==> config.mk <==
export PLATFORM = sky130hd
export DESIGN_NAME = modular_exponentiation
export DESIGN_NICKNAME = d
export VERILOG_FILES = /design/src/sv/mexp_pkg.sv /design/src/sv/mexp_mulmod.sv /design/src/sv/mexp_seq.sv /design/src/sv/modular_exponentiation.sv
export SDC_FILE = /design/constraint.sdc
export NUM_CORES = 1
export LEC_CHECK = 0
export ABC_AREA = 1
export BUFFER_PORTS_ARGS = -buffer_cell sky130_fd_sc_hd__buf_2
export CORE_MARGIN = 2
export CORE_UTILIZATION = 33
export DETAILED_ROUTE_END_ITERATION = 6
export PLACE_DENSITY_LB_ADDON = 0.1
export SYNTH_ARGS = -nofsm -noshare
export SYNTH_HDL_FRONTEND = slang
export SYNTH_SLANG_ARGS = --single-unit
==> constraint.sdc <==
create_clock -name clk_i -period 3.65 [get_ports clk_i]
set_input_delay 0.1825 -clock clk_i [delete_from_list [all_inputs] [get_ports clk_i]]
set_output_delay 0.1825 -clock clk_i [all_outputs]
set_load 0.05 [all_outputs]
==> src/sv/mexp_pkg.sv <==
// ----------------------------------------------------------------------------
// mexp_pkg
// Widths, register indexes, microcode format and program of the modular
// exponentiation block.
// ----------------------------------------------------------------------------
`timescale 1ns / 1ps
`default_nettype none

package mexp_pkg;

  localparam int unsigned OPND_W    = 32;
  localparam int unsigned MUL_CNT_W = $clog2(OPND_W);
  localparam int unsigned CFG_IDX_W = 2;
  localparam int unsigned EXP_WIDTH_DEF = 32;

  localparam logic [CFG_IDX_W-1:0] REG_MODULUS  = 2'd0;
  localparam logic [CFG_IDX_W-1:0] REG_EXPONENT = 2'd1;

  typedef logic [2:0] step_t;

  localparam step_t STEP_IDLE   = 3'd0;
  localparam step_t STEP_REDUCE = 3'd1;
  localparam step_t STEP_TEST   = 3'd2;
  localparam step_t STEP_MULACC = 3'd3;
  localparam step_t STEP_SHIFT  = 3'd4;
  localparam step_t STEP_SQR    = 3'd5;
  localparam step_t STEP_EMIT   = 3'd6;

  typedef enum logic [2:0] {
    OP_ACCEPT,
    OP_REDUCE,
    OP_TEST,
    OP_MULACC,
    OP_SHIFT,
    OP_SQR,
    OP_EMIT
  } op_e;

  typedef enum logic [1:0] {
    COND_NEVER,
    COND_ALWAYS,
    COND_BIT_CLR,
    COND_LAST
  } cond_e;

  typedef struct packed {
    op_e   op;
    cond_e cond;
    step_t target;
  } ucode_t;

  typedef struct packed {
    logic start;
    logic mul_done;
    logic out_free;
    logic bit_clr;
    logic last;
  } status_t;

  function automatic ucode_t ucode_rom(step_t pc);
    ucode_t w;
    unique case (pc)
      STEP_IDLE:   w = '{op: OP_ACCEPT, cond: COND_NEVER,   target: STEP_IDLE};
      STEP_REDUCE: w = '{op: OP_REDUCE, cond: COND_NEVER,   target: STEP_IDLE};
      STEP_TEST:   w = '{op: OP_TEST,   cond: COND_BIT_CLR, target: STEP_SHIFT};
      STEP_MULACC: w = '{op: OP_MULACC, cond: COND_NEVER,   target: STEP_IDLE};
      STEP_SHIFT:  w = '{op: OP_SHIFT,  cond: COND_LAST,    target: STEP_EMIT};
      STEP_SQR:    w = '{op: OP_SQR,    cond: COND_ALWAYS,  target: STEP_TEST};
      STEP_EMIT:   w = '{op: OP_EMIT,   cond: COND_ALWAYS,  target: STEP_IDLE};
      default:     w = '{op: OP_TEST,   cond: COND_ALWAYS,  target: STEP_IDLE};
    endcase
    return w;
  endfunction

endpackage

`default_nettype wire

==> src/sv/mexp_mulmod.sv <==
// ----------------------------------------------------------------------------
// mexp_mulmod
// Bit-serial interleaved modular multiplier: one multiplier bit per cycle,
// most significant first, with the running remainder kept below the modulus.
// ----------------------------------------------------------------------------
`timescale 1ns / 1ps
`default_nettype none

module mexp_mulmod (
  input  wire logic                         clk_i,
  input  wire logic                         rst_ni,
  input  wire logic                         start_i,
  input  wire logic [mexp_pkg::OPND_W-1:0]  a_i,
  input  wire logic [mexp_pkg::OPND_W-1:0]  b_i,
  input  wire logic [mexp_pkg::OPND_W-1:0]  mod_i,
  output logic                              done_o,
  output logic [mexp_pkg::OPND_W-1:0]       prod_o
);

  localparam int unsigned W = mexp_pkg::OPND_W;

  logic                            busy_q;
  logic                            done_q;
  logic [mexp_pkg::MUL_CNT_W-1:0]  cnt_q;
  logic [W-1:0]                    a_q;
  logic [W-1:0]                    b_q;
  logic [W-1:0]                    r_q;
  logic [W-1:0]                    r_d;

  logic [W+1:0] sum;
  logic [W+1:0] m1;
  logic [W+1:0] m2;

  always_comb begin
    m1  = {2'b00, mod_i};
    m2  = {1'b0, mod_i, 1'b0};
    sum = {1'b0, r_q, 1'b0} + (b_q[W-1] ? {2'b00, a_q} : '0);
    priority if (sum >= m2) begin
      r_d = W'(sum - m2);
    end else if (sum >= m1) begin
      r_d = W'(sum - m1);
    end else begin
      r_d = W'(sum);
    end
  end

  always_ff @(posedge clk_i or negedge rst_ni) begin
    if (!rst_ni) begin
      busy_q <= 1'b0;
      done_q <= 1'b0;
      cnt_q  <= '0;
    end else begin
      done_q <= 1'b0;
      if (start_i) begin
        busy_q <= 1'b1;
        cnt_q  <= '0;
      end else if (busy_q) begin
        cnt_q <= cnt_q + 1'b1;
        if (cnt_q == mexp_pkg::MUL_CNT_W'(W - 1)) begin
          busy_q <= 1'b0;
          done_q <= 1'b1;
        end
      end
    end
  end

  always_ff @(posedge clk_i) begin
    if (start_i) begin
      a_q <= a_i;
      b_q <= b_i;
      r_q <= '0;
    end else if (busy_q) begin
      b_q <= {b_q[W-2:0], 1'b0};
      r_q <= r_d;
    end
  end

  assign done_o = done_q;
  assign prod_o = r_q;

endmodule

`default_nettype wire

==> src/sv/mexp_seq.sv <==
// ----------------------------------------------------------------------------
// mexp_seq
// Microcode sequencer: step counter over the control program, holding a
// step until its operation completes, then branching or advancing.
// ----------------------------------------------------------------------------
`timescale 1ns / 1ps
`default_nettype none

module mexp_seq (
  input  wire logic               clk_i,
  input  wire logic               rst_ni,
  input  wire mexp_pkg::status_t  status_i,
  output mexp_pkg::ucode_t        ctrl_o,
  output logic                    fire_o
);

  mexp_pkg::step_t  pc_q;
  mexp_pkg::step_t  pc_d;
  mexp_pkg::ucode_t word;
  logic             fire;
  logic             take;

  always_comb begin
    word = mexp_pkg::ucode_rom(pc_q);

    unique case (word.op)
      mexp_pkg::OP_ACCEPT: fire = status_i.start;
      mexp_pkg::OP_REDUCE,
      mexp_pkg::OP_MULACC,
      mexp_pkg::OP_SQR:    fire = status_i.mul_done;
      mexp_pkg::OP_EMIT:   fire = status_i.out_free;
      default:             fire = 1'b1;
    endcase

    unique case (word.cond)
      mexp_pkg::COND_NEVER:   take = 1'b0;
      mexp_pkg::COND_ALWAYS:  take = 1'b1;
      mexp_pkg::COND_BIT_CLR: take = status_i.bit_clr;
      mexp_pkg::COND_LAST:    take = status_i.last;
      default:                take = 1'b0;
    endcase

    pc_d = pc_q;
    if (fire) begin
      pc_d = take ? word.target : pc_q + 1'b1;
    end
  end

  always_ff @(posedge clk_i or negedge rst_ni) begin
    if (!rst_ni) begin
      pc_q <= mexp_pkg::STEP_IDLE;
    end else begin
      pc_q <= pc_d;
    end
  end

  assign ctrl_o = word;
  assign fire_o = fire;

endmodule

`default_nettype wire

==> src/sv/modular_exponentiation.sv <==
// Throughput: one word at a time; the next base is taken once the result is in
// the output register. Every modular product goes through one shared bit-serial
// multiplier. Reset clears the sequencer and output valid and sets modulus to 1
// and exponent to 0.
// ----------------------------------------------------------------------------
// modular_exponentiation
// Right-to-left square-and-multiply modular exponentiation driven by a
// microcoded sequencer over a shared modular multiplier.
// ----------------------------------------------------------------------------
`timescale 1ns / 1ps
`default_nettype none

module modular_exponentiation #(
  parameter int unsigned EXP_WIDTH = mexp_pkg::EXP_WIDTH_DEF
) (
  input  wire logic                             clk_i,
  input  wire logic                             rst_ni,
  input  wire logic                             in_valid_i,
  output logic                                  in_stall_o,
  input  wire logic [mexp_pkg::OPND_W-1:0]      base_i,
  output logic                                  out_valid_o,
  input  wire logic                             out_stall_i,
  output logic [mexp_pkg::OPND_W-1:0]           result_o,
  input  wire logic                             cfg_valid_i,
  output logic                                  cfg_ready_o,
  input  wire logic [mexp_pkg::CFG_IDX_W-1:0]   cfg_index_i,
  input  wire logic [mexp_pkg::OPND_W-1:0]      cfg_data_i
);

  localparam int unsigned W     = mexp_pkg::OPND_W;
  localparam int unsigned CNT_W = (EXP_WIDTH > 1) ? $clog2(EXP_WIDTH) : 1;

  logic [W-1:0]           modulus_q;
  logic [W-1:0]           exponent_q;
  logic [W-1:0]           base_q;
  logic [W-1:0]           acc_q;
  logic [W-1:0]           sq_q;
  logic [EXP_WIDTH-1:0]   e_q;
  logic [CNT_W-1:0]       cnt_q;
  logic                   launched_q;
  logic                   out_valid_q;
  logic [W-1:0]           result_q;

  mexp_pkg::ucode_t  ctrl;
  mexp_pkg::status_t status;
  logic              fire;
  logic              start;
  logic              is_mul;
  logic              mul_start;
  logic              mul_done;
  logic [W-1:0]      mul_a;
  logic [W-1:0]      mul_b;
  logic [W-1:0]      prod;
  logic [W-1:0]      one_mod;
  logic [EXP_WIDTH+W-1:0] e_ext;

  assign cfg_ready_o = 1'b1;
  assign in_stall_o  = (ctrl.op != mexp_pkg::OP_ACCEPT);
  assign start       = in_valid_i && !in_stall_o;
  assign one_mod     = (modulus_q == W'(1)) ? '0 : W'(1);
  assign e_ext       = {{EXP_WIDTH{1'b0}}, exponent_q};

  always_comb begin
    is_mul = 1'b0;
    mul_a  = sq_q;
    mul_b  = sq_q;
    unique case (ctrl.op)
      mexp_pkg::OP_REDUCE: begin
        is_mul = 1'b1;
        mul_a  = one_mod;
        mul_b  = base_q;
      end
      mexp_pkg::OP_MULACC: begin
        is_mul = 1'b1;
        mul_b  = acc_q;
      end
      mexp_pkg::OP_SQR: begin
        is_mul = 1'b1;
      end
      default: begin
        is_mul = 1'b0;
      end
    endcase
  end

  assign mul_start = is_mul && !launched_q;

  always_comb begin
    status.start    = start;
    status.mul_done = mul_done;
    status.out_free = !out_valid_q || !out_stall_i;
    status.bit_clr  = !e_q[0];
    status.last     = (cnt_q == CNT_W'(EXP_WIDTH - 1));
  end

  mexp_seq u_seq (
    .clk_i    (clk_i),
    .rst_ni   (rst_ni),
    .status_i (status),
    .ctrl_o   (ctrl),
    .fire_o   (fire)
  );

  mexp_mulmod u_mulmod (
    .clk_i   (clk_i),
    .rst_ni  (rst_ni),
    .start_i (mul_start),
    .a_i     (mul_a),
    .b_i     (mul_b),
    .mod_i   (modulus_q),
    .done_o  (mul_done),
    .prod_o  (prod)
  );

  always_ff @(posedge clk_i or negedge rst_ni) begin
    if (!rst_ni) begin
      modulus_q   <= W'(1);
      exponent_q  <= '0;
      launched_q  <= 1'b0;
      out_valid_q <= 1'b0;
    end else begin
      if (cfg_valid_i && cfg_ready_o) begin
        if (cfg_index_i == mexp_pkg::REG_MODULUS) begin
          modulus_q <= cfg_data_i;
        end else if (cfg_index_i == mexp_pkg::REG_EXPONENT) begin
          exponent_q <= cfg_data_i;
        end
      end

      if (mul_start) begin
        launched_q <= 1'b1;
      end else if (mul_done) begin
        launched_q <= 1'b0;
      end

      if (fire && ctrl.op == mexp_pkg::OP_EMIT) begin
        out_valid_q <= 1'b1;
      end else if (out_valid_q && !out_stall_i) begin
        out_valid_q <= 1'b0;
      end
    end
  end

  always_ff @(posedge clk_i) begin
    if (fire) begin
      unique case (ctrl.op)
        mexp_pkg::OP_ACCEPT: begin
          base_q <= base_i;
          acc_q  <= one_mod;
          e_q    <= e_ext[EXP_WIDTH-1:0];
          cnt_q  <= '0;
        end
        mexp_pkg::OP_REDUCE: sq_q  <= prod;
        mexp_pkg::OP_MULACC: acc_q <= prod;
        mexp_pkg::OP_SQR:    sq_q  <= prod;
        mexp_pkg::OP_SHIFT: begin
          e_q   <= e_q >> 1;
          cnt_q <= cnt_q + 1'b1;
        end
        mexp_pkg::OP_EMIT: result_q <= (modulus_q == '0) ? '0 : acc_q;
        default: begin
        end
      endcase
    end
  end

  assign out_valid_o = out_valid_q;
  assign result_o    = result_q;

endmodule

`default_nettype wire

==> impl_results.md, run 1 <==
- Status: finished with violations
- Failing checks: negative setup slack
- Largest stage delay, worst path: around 430 ps
- Max-Cap Viols: 0
- CP arrival: 5050 ps
- Fillers: 5902
- Hold Fails Final Rpt: 0
- FF-to-FF End: u_mulmod.prod_o[19]
- Final setup vio count: 32
- First-pass GRT wire length: 112000 um
- HP Class: primary input to flop
- Slew HR: ~34%
- RSZ-0062 raised after global routing: true
- Hold Path Depth: 6
- Yosys warns: 0
- Cell taking the most area after synthesis: edfxtp_1
- CP Capture Type: flop
- Final core utilization: about half
- Period minus WS final: ~4600 ps
- CP max stage cell: edfxtp_1
- Die W: 252 um
- Synth top area cells: edfxtp_1 34%, nand2_1 13%, dfrtp_1 9.3%
- Drt first pass iters: 6
- Clock root buffer: clkbuf_16
- Reg-to-reg startpoint: u_mulmod.b_q[31]
- Clock Latency Late Sink: 580 ps
- Share of post-route cells with drive strength above 1: approximately 36%
- Die area: 63500 sq um
- Crit share post-route: 125%
- Clock Path Buffers: 3
- R2r setup slk: -910 ps
- Hold path startpoint: in_valid_i
- Drt via density: ~4.7
- Fmax: approximately 220 MHz
- Slew Limit Fails: 0
- Setup slack after layout: -906 ps
- Distinct cells, synth: 58
- Final net count: 3448
- Cts bufs inserted: between 40 and 50
- Ys async rst share: 22.6%
- Initial antenna violation count: 0
- CORE AREA: between 60000 and 70000 sq um
- Most common cell after layout, fill and taps aside: nand2_1
- Fin Clk Skew: 22.4 ps
- Crit start category: flop
- Synth Register Bits: 337
- Avg Synthesized Cell Area: approximately 8.0 sq um
- Top Ports: between 100 and 150
- Layout area overhead: 49.8%
- Routed WL: ~73000 um
- Top FF cell, synth: edfxtp_1
- Critical path peak fanout: 11
- Synth Net Count: approximately 2700
- # DRC: 0
- R2r worst-path depth: 34
- Initial core utilization: about a third
- Via count: a little under 20000
- Slew of the pin with the lowest slew margin: between 900 and 1000 ps
- H-tree depth: 2
- Global route total overflow: 0
- EDFF count, synth: 229
- 1st-iter DRT viols: roughly 1000
- Vias in the first global route: between 15000 and 20000
- Register area share after synthesis: around 46%
- Clk sinks: 337
- Die height: about 250 um
- CP Class: flop to flop
- Mapped Area: ~20000 sq um
- HPWL Detailed: about 56000 um
- GPL Wtd Cong: 0.941
- Most frequent cells in the layout: 587 x nand2_1, 546 x buf_4, 352 x inv_1, 229 x edfxtp_1, 198 x nor2_1
- Hold EP: u_seq.pc_q[0]
- Largest net degree at the start of global routing: 77
- Port-buffer cells: roughly 100
- Critical Path RT: 4140 ps
- Standard-cell row count: 90
- Routed WL per cell: approximately 18 um
- Cells after Synth: 2539
- Total track usage: 23.0%
- Antenna violation net count after detailed routing: 0
- Hold WS: 277 ps
- Reg clk slew, reported paths: about 60 ps
- Antenna diode count: 0
- CTS tree: yes
- Top-area cell type share of the netlist area: about a third
cell type report:
| type | instances | area, sq um | share of cell area (%) |
|---|---|---|---|
| Multi-Input combinational cell | 1741 | 11200 | 36.9 |
| Sequential cell | 337 | 9420 | 31.0 |
| Timing Repair Buffer | 760 | 5980 | 19.7 |
| Inverter | 390 | 1470 | 4.85 |
| Clock buffer | 52 | 1100 | 3.62 |
| Tap cell | 782 | 978 | 3.22 |
| Clock inverter | 23 | 205 | 0.676 |
repair_timing:
action                                  CTS  global route
setup buffers                            42            33
hold buffers                             66             0
endpoints found under the setup margin   32            32
resized for setup                       303           204
pin swaps                                91            86
cloned                                    4             5
hold endpoints to repair                172             0
routing by layer:
metal | wire length [um] | vias up | track usage, %
met5 | 0 | - | 0
li1 | - | 9743 | -
met3 | 2390 | 119 | 2.38
met1 | 34400 | 9122 | 31.4
met2 | 33800 | 362 | 37.4
met4 | 2780 | 0 | 9.04
flip-flops by register name, indices dropped and copies added, names as in the netlist:
name / flops
u_mulmod.b_q: 32
base_q: 32
u_mulmod.busy_q: 1
launched_q: 1
acc_q: 32
sq_q: 32
u_seq.pc_q: 3
u_mulmod.a_q: 32
modulus_q: 32
u_mulmod.done_o: 1
e_q: 32
u_mulmod.prod_o: 32
result_o: 32
u_mulmod.cnt_q: 5
cnt_q: 5
out_valid_o: 1
exponent_q: 32
worst max-delay path by stage:
stage                          endpoint  slack (ps)  cells after the start             start
finish              u_mulmod.prod_o[19]        -910                     34  u_mulmod.b_q[31]
global route        u_mulmod.prod_o[19]       -1030                     35  u_mulmod.b_q[31]
CTS                 u_mulmod.prod_o[16]        -750                     33  u_mulmod.b_q[31]
detailed placement  u_mulmod.prod_o[25]       -1480                     29  u_mulmod.b_q[31]
global placement    u_mulmod.prod_o[25]       -1540                     30  u_mulmod.b_q[31]
floorplan           u_mulmod.prod_o[14]         -60                     30  u_mulmod.b_q[31]
metrics by stage:
step                std cells  setup WS [ps]  cell area [sq um]  TNS (ps)
floorplan                2539          -59.7              20400      -827
detailed placement       3867          -1480              25400    -43740
CTS                      4052           -749              29200    -21760
global placement         3867          -1540              25400    -47160
finish                   4085           -906              30400    -25930
global route             4085          -1030              30400    -30570
critical path, delay by kind of cell (launching register included):
| kind | cells | cell delay, ps |
|---|---|---|
| simple gates | 18 | 1840 |
| buf+inv | 11 | 1280 |
| fa+ha+maj | 2 | 560 |
| flops | 1 | 430 |
| compound gates | 3 | 320 |
synthesized netlist by cell type (16+ instances only):
| library cell | count |
|---|---|
| nand2_1 | 684 |
| inv_1 | 377 |
| nor2_1 | 251 |
| edfxtp_1 | 229 |
| a21oi_1 | 161 |
| o21ai_0 | 149 |
| nand3_1 | 112 |
| ha_1 | 103 |
| dfrtp_1 | 75 |
| xor2_1 | 47 |
| clkbuf_1 | 44 |
| dfxtp_1 | 32 |
| nor3_1 | 22 |
| xnor2_1 | 22 |
| a31oi_1 | 19 |
| a22oi_1 | 16 |
cells by family (layout without fill, tap and decap cells):
logic type | Yosys count | count (layout) | share of synthesized area (%)
AND/OR/NAND/NOR | 1151 | 1151 | 23.5
buffers and inverters | 461 | 1225 | 8.94
AO/OA/AOI/OAI | 414 | 414 | 11.5
flip-flops | 337 | 337 | 46.5
adder cells (fa/ha/maj) | 106 | 106 | 6.65
XOR/XNOR | 69 | 69 | 2.98
other | 1 | 1 | 0.0185
Power of run 1 is not shown: default switching activity piles up to over one toggle a cycle in this logic, so the estimate is an artifact.
==> run 2: changes to the inputs <==
Settings changed: ABC_CLOCK_PERIOD_IN_PS set to 3650, CORE_ASPECT_RATIO set to 0.7.
==> run 2 against run 1 <==
Against the previous run:
- worst hold slack got worse by 100 ps
- clock skew about the same
- the run still ends with negative setup slack left
- largest cell class unchanged
- final cell count decreased by 0.88%
- critical path type unchanged
==> impl_results.md, run 2 (same netlist as run 1, synthesis figures left out) <==
- CORE AREA: 60300 sq um (was 60600 sq um)
- Critical path peak fanout: 10 (was 11)
- First-pass GRT wire length: 112000 um (about the same)
- Fin Clk Skew: 21.9 ps (was 22.4 ps)
- Layout area overhead: 47.6% (was 49.8%)
- GPL Wtd Cong: 0.924 (was 0.941)
- 1st-iter DRT viols: 1353 (was 1020)
- Routed WL: 73800 um (was 73300 um)
- Antenna diode count: 0 (unchanged)
- Failing checks: negative setup slack (unchanged)
- Clock Path Buffers: 3 (unchanged)
- Die height: 211 um (was 252 um)
- CTS tree: yes (unchanged)
- Hold Fails Final Rpt: 0 (unchanged)
- Routed WL per cell: 18.2 um (was 18.0 um)
- Drt via density: 4.76 (was 4.74)
- Reg-to-reg startpoint: u_mulmod.b_q[31] (unchanged)
- Most frequent cells in the layout: 588 x nand2_1, 486 x buf_4, 356 x inv_1, 229 x edfxtp_1, 181 x nor2_1 (was 587 x nand2_1, 546 x buf_4, 352 x inv_1, 229 x edfxtp_1, 198 x nor2_1)
- Status: finished with violations (unchanged)
- HP Class: primary input to asynchronous set/reset pin (was primary input to flop)
- CP bufs+invs: 6 (was 11)
- Drt first pass iters: 6 (unchanged)
- Initial core utilization: 33.6% (was 33.5%)
- Fillers: 5937 (was 5902)
- Cts bufs inserted: 37 (was 41)
- R2r worst-path depth: 27 (was 34)
- Crit start category: flop (unchanged)
- Clock Latency Late Sink: 570 ps (was 580 ps)
- Non-Filler Instances: 4049 (was 4085)
- Slew HR: 35.9% (was 33.5%)
- Most frequent CP cell: nand2_1
- Slew of the pin with the lowest slew margin: 950 ps (was 997 ps)
- # DRC: 0 (unchanged)
- Fmax: 223 MHz (was 219 MHz)
- Largest delay contributor family on the critical path: simple AND/OR/NAND/NOR gates (unchanged)
- CP max stage cell: edfxtp_1 (unchanged)
- CP Capture Type: flop (unchanged)
- Antenna violation net count after detailed routing: 0 (unchanged)
- HPWL Detailed: 56500 um (was 56300 um)
- FF-to-FF End: u_mulmod.prod_o[21] (was u_mulmod.prod_o[19])
- Standard-cell row count: 75 (was 90)
- Die area: 63500 sq um (about the same)
- Total track usage: 23.2% (was 23.0%)
- Share of post-route cells with drive strength above 1: 35.0% (was 35.6%)
- Global route total overflow: 0 (unchanged)
- Most common cell after layout, fill and taps aside: nand2_1 (unchanged)
- Final setup vio count: 32 (unchanged)
- Largest stage delay, worst path: 430 ps (about the same)
- RSZ-0062 raised after global routing: true (unchanged)
- CP Class: flop to flop (unchanged)
- Crit share post-route: 123% (was 125%)
- Slew Limit Fails: 0 (unchanged)
- Die W: 300 um (was 252 um)
- Initial antenna violation count: 1 (was 0)
- Top Ports: 106 (unchanged)
- Critical Path RT: 4090 ps (was 4140 ps)
- Setup slack after layout: -839 ps (was -906 ps)
- Max-Cap Viols: 0 (unchanged)
- Port-buffer cells: 104 (unchanged)
- Pre-CTS setup slack: -1320 ps (was -1480 ps)
- Reg clk slew, reported paths: 60 ps (about the same)
- Clock root buffer: clkbuf_16 (unchanged)
- R2r setup slk: -840 ps (was -910 ps)
- Vias in the first global route: 18800 (was 20000)
- Final net count: 3389 (was 3448)
- Via count: 19300 (about the same)
- Period minus WS final: 4490 ps (was 4560 ps)
- Largest net degree at the start of global routing: 65 (was 77)
- Placed insts: 3856 (was 3867)
- Clk sinks: 337 (unchanged)
- H-tree depth: 2 (unchanged)
- CP arrival: 4930 ps (was 5050 ps)
## run 2: cell types whose count changed in the layout (fill, tap and decap cells not counted), sizes merged
cell | previous run | this run
buf | 690 | 636
clkbuf | 56 | 49
clkinv | 16 | 14
clkinvlp | 2 | 0
bufbuf | 0 | 1
inv | 393 | 394
nand2 | 700 | 701
## run 2: how the worst max path moves through the flow
stage | from | endpoint | slack, ps | cells past startpoint
2_1_floorplan | u_mulmod.b_q[31] | u_mulmod.prod_o[14] | -60 | 30
3_3_place_gp | u_mulmod.b_q[31] | u_mulmod.prod_o[31] | -1320 | 26
3_5_place_dp | u_mulmod.b_q[31] | u_mulmod.prod_o[27] | -1320 | 26
4_1_cts | u_mulmod.b_q[31] | u_mulmod.prod_o[3] | -780 | 35
5_1_grt | u_mulmod.b_q[31] | u_mulmod.prod_o[26] | -990 | 34
6_report | u_mulmod.b_q[31] | u_mulmod.prod_o[21] | -840 | 27
## run 2: area by class of cell
type / count / area (sq um) / share of cell area [%]
Timing Repair Buffer: 704 / 5670 / 18.9
Clock buffer: 48 / 987 / 3.30
Multi-Input combinational cell: 1742 / 11200 / 37.4
Sequential cell: 337 / 9420 / 31.5
Tap cell: 808 / 1010 / 3.38
Inverter: 390 / 1470 / 4.92
Clock inverter: 20 / 171 / 0.573
## run 2: layer usage
layer,wire [um],up-vias,global-route usage [%]
li1,-,9660,-
met1,39000,9180,36.9
met2,29400,379,32.6
met3,4440,54,4.09
met4,861,2,3.64
met5,128,-,1.46
## run 2: through the flow
step / setup TNS [ps] / utilization [%] / cell area, sq um / hold WS [ps]
2_1_floorplan: -827 / - / 20400 / -113
3_3_place_gp: -37320 / 41.8 / 25200 / 228
3_5_place_dp: -37330 / 41.8 / 25200 / 237
4_1_cts: -23230 / 48.5 / 29300 / 168
5_1_grt: -30090 / 49.6 / 29900 / 229
6_report: -23800 / 49.6 / 29900 / 173
## run 2: timing repair
action                                 in CTS  in global routing
setup endpoints to repair                  32                 32
hold buffers                               66                  0
cloned                                     12                  1
gates resized for setup                   361                152
endpoints found under the hold margin     141                  0
buffers inserted                           35                 14
pin swaps                                  85                 79
Power of run 2 is left out for the same reason.
